<file path="config.mk">
export PLATFORM = sky130hd
export DESIGN_NAME = bfrgb_mean_div
export DESIGN_NICKNAME = d
export VERILOG_FILES = /design/src/rtl/box_filter_rgb_stream_macros.svh /design/src/rtl/bfrgb_pkg.sv /design/src/rtl/bfrgb_mean_div.sv
export SDC_FILE = /design/constraint.sdc
export NUM_CORES = 1
export LEC_CHECK = 0
export ABC_AREA = 1
export BUFFER_PORTS_ARGS = -buffer_cell sky130_fd_sc_hd__buf_2
export CAP_MARGIN = 30
export CORE_MARGIN = 2
export CORE_UTILIZATION = 35
export DETAILED_ROUTE_END_ITERATION = 16
export PLACE_DENSITY = 0.53
export SYNTH_ARGS = -nofsm -noshare
export SYNTH_HDL_FRONTEND = slang
export SYNTH_SLANG_ARGS = --single-unit
</file>
<file path="constraint.sdc">
create_clock -name clock -period 4.6 [get_ports clock]
set_input_delay 0.23 -clock clock [delete_from_list [all_inputs] [get_ports clock]]
set_output_delay 0.23 -clock clock [all_outputs]
set_load 0.01 [all_outputs]
</file>
<file path="src/rtl/box_filter_rgb_stream_macros.svh">
// Assertion macros shared by the box filter RTL.
// Included by box_filter_rgb_stream for its assertions; no other dependencies.
`ifndef BOX_FILTER_RGB_STREAM_MACROS_SVH
`define BOX_FILTER_RGB_STREAM_MACROS_SVH

// Same-cycle implication, disabled while reset is high.
`define BFRGB_ASSERT_IMP(label, clk, rst, ante, cons, msg) \
   label: assert property (@(posedge clk) disable iff (rst) (ante) |-> (cons)) \
      else $error(msg);

// Next-cycle implication, disabled while reset is high.
`define BFRGB_ASSERT_NEXT(label, clk, rst, ante, cons, msg) \
   label: assert property (@(posedge clk) disable iff (rst) (ante) |=> (cons)) \
      else $error(msg);

`endif

</file>
<file path="src/rtl/bfrgb_pkg.sv">
// Package for the RGB box filter: payload structs, register codes, widths and
// the reciprocal lookup used by the mean divider. No dependencies.
package bfrgb_pkg;

   localparam int MAX_RADIUS_DEF = 7;
   localparam int MAX_WIDTH_DEF  = 1024;
   localparam int MAX_HEIGHT     = 4096;

   localparam int PIX_W   = 8;
   localparam int PIX_MAX = 255;

   localparam int CFG_RADIUS_W = 3;
   localparam int CFG_WIDTH_W  = 11;
   localparam int CFG_HEIGHT_W = 13;

   localparam logic [CFG_RADIUS_W-1:0] RADIUS_RESET = 3'd1;
   localparam logic [CFG_WIDTH_W-1:0]  WIDTH_RESET  = 11'd1024;
   localparam logic [CFG_HEIGHT_W-1:0] HEIGHT_RESET = 13'd1024;

   localparam int COL_OUT_W = 10;
   localparam int ROW_W     = 12;

   localparam int CSR_AW  = 4;
   localparam int CSR_DW  = 32;
   localparam int CSR_IW  = CSR_AW - 2;

   localparam logic [CSR_IW-1:0] REG_RADIUS = 2'd0;
   localparam logic [CSR_IW-1:0] REG_WIDTH  = 2'd1;
   localparam logic [CSR_IW-1:0] REG_HEIGHT = 2'd2;

   // Reciprocals are floor(2^RECIP_SHIFT / n) for n = (2r+1)^2.
   localparam int RECIP_SHIFT = 24;
   localparam int RECIP_W     = 21;
   localparam int RECIP_IDX_W = 4;

   localparam int DEF_STORE_ROWS = 2 * MAX_RADIUS_DEF + 1;
   localparam int DEF_T_W = $clog2(DEF_STORE_ROWS * DEF_STORE_ROWS * (PIX_MAX + 1));
   localparam int DEF_N_W = $clog2(DEF_STORE_ROWS * DEF_STORE_ROWS + 1);

   typedef struct packed {
      logic [PIX_W-1:0] red_in;
      logic [PIX_W-1:0] green_in;
      logic [PIX_W-1:0] blue_in;
   } req_payload_type;

   typedef struct packed {
      logic [COL_OUT_W-1:0] col_out;
      logic [ROW_W-1:0]     row_out;
      logic [PIX_W-1:0]     red_out;
      logic [PIX_W-1:0]     green_out;
      logic [PIX_W-1:0]     blue_out;
      logic                 frame_last;
   } rsp_payload_type;

   function automatic logic [RECIP_W-1:0] mean_recip(input logic [RECIP_IDX_W-1:0] rad);
      logic [RECIP_W-1:0] m;
      unique case (rad)
         4'd1:    m = 21'd1864135;
         4'd2:    m = 21'd671088;
         4'd3:    m = 21'd342392;
         4'd4:    m = 21'd207126;
         4'd5:    m = 21'd138654;
         4'd6:    m = 21'd99273;
         4'd7:    m = 21'd74565;
         4'd8:    m = 21'd58052;
         4'd9:    m = 21'd46474;
         4'd10:   m = 21'd38043;
         4'd11:   m = 21'd31714;
         4'd12:   m = 21'd26843;
         4'd13:   m = 21'd23014;
         4'd14:   m = 21'd19949;
         4'd15:   m = 21'd17458;
         default: m = '0;
      endcase
      return m;
   endfunction

endpackage

</file>
<file path="src/rtl/bfrgb_mean_div.sv">
// Two-stage divider for one color channel: window sum over window size.
// Depends on bfrgb_pkg (reciprocal width and shift, pixel width).
module bfrgb_mean_div #(
   parameter int T_W = bfrgb_pkg::DEF_T_W,
   parameter int N_W = bfrgb_pkg::DEF_N_W
) (
   input  logic                             clock,
   input  logic [T_W-1:0]                   t_in,
   input  logic [bfrgb_pkg::RECIP_W-1:0]    recip_in,
   input  logic [N_W-1:0]                   n_in,
   output logic [bfrgb_pkg::PIX_W-1:0]      mean_out
);
   import bfrgb_pkg::*;

   localparam int PW    = T_W + RECIP_W;
   localparam int CHK_W = PIX_W + N_W;

   logic [PW-1:0]    prod_ff;
   logic [T_W-1:0]   t1_ff;
   logic [T_W-1:0]   t2_ff;
   logic [PIX_W-1:0] qe_ff;
   logic [CHK_W-1:0] chk_ff;
   logic [PIX_W-1:0] qe_in;
   logic [CHK_W-1:0] rem_in;
   logic             corr_in;

   // The estimate is never above the true quotient and at most one below it.
   assign qe_in = prod_ff[RECIP_SHIFT +: PIX_W];

   always_ff @(posedge clock) begin
      prod_ff <= PW'(t_in) * PW'(recip_in);
      t1_ff   <= t_in;
      qe_ff   <= qe_in;
      chk_ff  <= CHK_W'(qe_in) * CHK_W'(n_in);
      t2_ff   <= t1_ff;
   end

   assign rem_in   = CHK_W'(t2_ff) - chk_ff;
   assign corr_in  = (rem_in >= CHK_W'(n_in));
   assign mean_out = qe_ff + PIX_W'(corr_in);

endmodule

</file>
==> flow_summary.ini <==
[routing]
vias = 12230
viasPerCell = 4.485
drt_iter0_markers = 566
first_pass_iters = 5
route.detailed.drc = 0
post_drt_wl_per_cell_um = 14.80
routed_wl_um = 40340
postRouteAntennaNets = 0

[cts]
cts_made_buffers = 9
cts-root-buf = clkbuf_16
cts.sinks = 64
cts_buffer_depth = 2
clkTransAtPathRegs_ns = 0.06
hold_buffers = 0
clock_latency_ns = 0.34
cts_tree = done
cts_max_level = 3

[finish]
antenna_cells = 0
drive_gt1_share_pct = 16.53
utilization_pct = 42.47
finalNonFillerCells = 2726
area_growth_pct = 20.11
nets = 2615
fill_cells = 4434

[floorplan]
die_h_um = 212.4
die_w_um = 212.4
dieArea_mm2 = 0.04511
core-area_mm2 = 0.04298
initial_utilization_pct = 35.36
pin_count = 54
rows = 76

[sta]
setup_ws_ns = -0.01782
period_needed_ns = 4.618
grt_setup_unrepaired = true
worstMarginPinSlew_ns = 0.5004
fmax_ghz = 0.2166
relSlewSlack_pct = 66.64
period_share_pct = 100.4
hold_viol = 0
slew_viol_final = 0
setup_viol = 3
fin_skew_ns = 0.009432

[synthesis]
netlist.area_leader.share_pct = 38.46
synth.cell_area_mm2 = 0.01520
yosys-top-cells-area = fa_1 (38%), inv_1 (15%), nand2_1 (14%), ha_1 (12%), dfxtp_1 (8.4%)
yosys_warnings = 0
yosys.area_share.simple_pct = 18.41
synth_compound_area_share_pct = 3.309
synthXorXnorAreaFrac_pct = 2.289
yosysTopAreaCell = fa_1
synth_top_family_by_area = adder cells
avgSynthCellArea_um2 = 7.476
syn_nets = 2512
syn_inst = 2033
synth_cell_type_count = 38
synth_fa_ha_area_share_pct = 50.07
seq_area_frac_synth_pct = 8.430
muxShareOfSynthArea_pct = 0
ys_ff_latch = 64

[critical_path]
cpLargestDelayFamily = adder cells
worstSetupPathDepth = 21
crit_required_ns = 4.82
crit_arrival_ns = 4.84
end_kind = flop
crit_chain = buf_12 > buf_4 > nand2_1 > inv_1 > fa_1 > inv_2 > fa_2 > fa_2 > inv_2 > fa_2 > fa_1 > inv_1 > fa_1 > inv_2 > ha_4 > a21oi_2 > a21boi_2 > o211ai_1 > nand2_1 > nand2_1 > xor2_1
crit_type = input port to flop
critPathBufInv = 7
critical-path-max-stage-delay_ns = 0.57
start_kind = input port
r2r_cells = 13
crit_fanout = 14
slowest_stage = fa_2

[run_status]
status = complete, but fails checks
failed_checks = setup timing

[placed_design]
dp_hpwl_um = 34170
numPlacedInstances = 2702
io_buffers = 53
gp_congestion = 0.8784

[global_routing]
overflow = 0
grt_pass1_vias = 13220
grt_pass1_wl_um = 66490
antenna_found_initial = 0
grt_max_degree = 22
grtUsageTotal_pct = 18.71

[hold_path]
min_path_cells = 2
hold_class = input port to flop

[run]
drv_cap = 0
## Yosys cell counts
cell / number
a21boi_0: 3
a21o_1: 5
a21oi_1: 47
a31oi_1: 4
and2_1: 3
buf_1: 1
buf_2: 3
buf_6: 1
clkbuf_1: 79
clkbuf_2: 1
dfxtp_1: 64
fa_1: 292
ha_1: 141
inv_1: 619
inv_2: 1
nand2_1: 561
nand2_2: 7
nand2_4: 1
nand3_1: 46
nand3b_1: 1
nand4_1: 11
nor2_1: 54
nor2_2: 1
nor3_1: 11
nor3_2: 1
nor4_1: 6
o211ai_1: 2
o21a_1: 1
o21ai_0: 20
o21ai_1: 1
o21ai_2: 1
o21bai_1: 4
o221ai_1: 1
o31ai_1: 1
xnor2_1: 9
xnor2_2: 1
xor2_1: 27
xor2_2: 1
## placed cells by master (no fill, tap or decap), types with 9 or more instances in the layout
cell type,count
ha_1,122
nand2_2,34
nand2_4,11
buf_12,16
dfxtp_1,64
o21ai_0,10
xnor2_1,9
inv_1,599
clkbuf_16,11
nand4_1,11
buf_6,15
nor2_2,9
a21oi_1,31
fa_2,14
ha_4,19
nand3_1,41
buf_2,23
inv_2,20
xor2_1,27
fa_1,278
nand2_1,524
a21oi_2,12
nor2_1,38
buf_4,114
## layer usage
metal  track usage (%)  vias up  part of all wire, %
li1                  -     5951                    -
met1             24.85     6041                   46
met2             32.91      188                   49
met3             2.009       45                  3.3
met4             3.931        0                  1.8
met5                 0        -                    0
## area by class of cell
class | instances | area (µm²) | area share (%)
Clock buffer | 10 | 239.0 | 1.309
Clock inverter | 6 | 43.79 | 0.2399
Inverter | 620 | 2330 | 12.76
Multi-Input combinational cell | 1264 | 12010 | 65.78
Sequential cell | 64 | 1281 | 7.019
Tap cell | 585 | 732.0 | 4.010
Timing Repair Buffer | 177 | 1620 | 8.876
## worst paths after layout
kind                                  start     endpoint  slack [ns]
worst max-delay path                t_in[4]  prod_ff[29]       -0.02
worst min-delay path               t_in[10]    t1_ff[10]        0.21
worst max register to register  prod_ff[30]   chk_ff[12]        0.51
worst min register to register    t1_ff[11]    t2_ff[11]        0.32
## timing repair
| item | 4_1_cts | 5_1_grt |
|---|---|---|
| pin swaps | 36 | 41 |
| cloned | 1 | 2 |
| hold endpoints to repair | 0 | 0 |
| endpoints found under the setup margin | 8 | 8 |
| gates resized for setup | 104 | 99 |
| buffers inserted | 4 | 1 |
## sequential cells by signal, indices dropped and copies added (netlist names)
| register | count |
|---|---|
| prod_ff | 8 |
| chk_ff | 16 |
| t2_ff | 16 |
| t1_ff | 16 |
| qe_ff | 8 |
## metrics by stage
stage                     instance area (µm²)  setup WS, ns   TNS, ns  hold WS (ns)
after floorplan                         15770       -0.1216   -0.6816        0.2577
after CTS                               17880      -0.02049  -0.07335        0.2360
final                                   18260      -0.01782  -0.03337        0.2080
after global placement                  17160       -0.5635    -4.220        0.3105
after global routing                    18260       -0.1995    -1.349        0.2073
after detailed placement                17160       -0.6106    -4.651        0.3121
## cells by family after synthesis
| kind of cell | after synthesis |
|---|---|
| adder cells (fa/ha/maj) | 433 |
| flip-flops | 64 |
| XOR/XNOR | 38 |
| AND/OR/NAND/NOR | 703 |
| buffers and inverters | 705 |
| AO/OA/AOI/OAI | 90 |
Power is left out: the tool's default activity adds up to more than one toggle a clock period on the data nets, which glitch-free logic cannot reach.
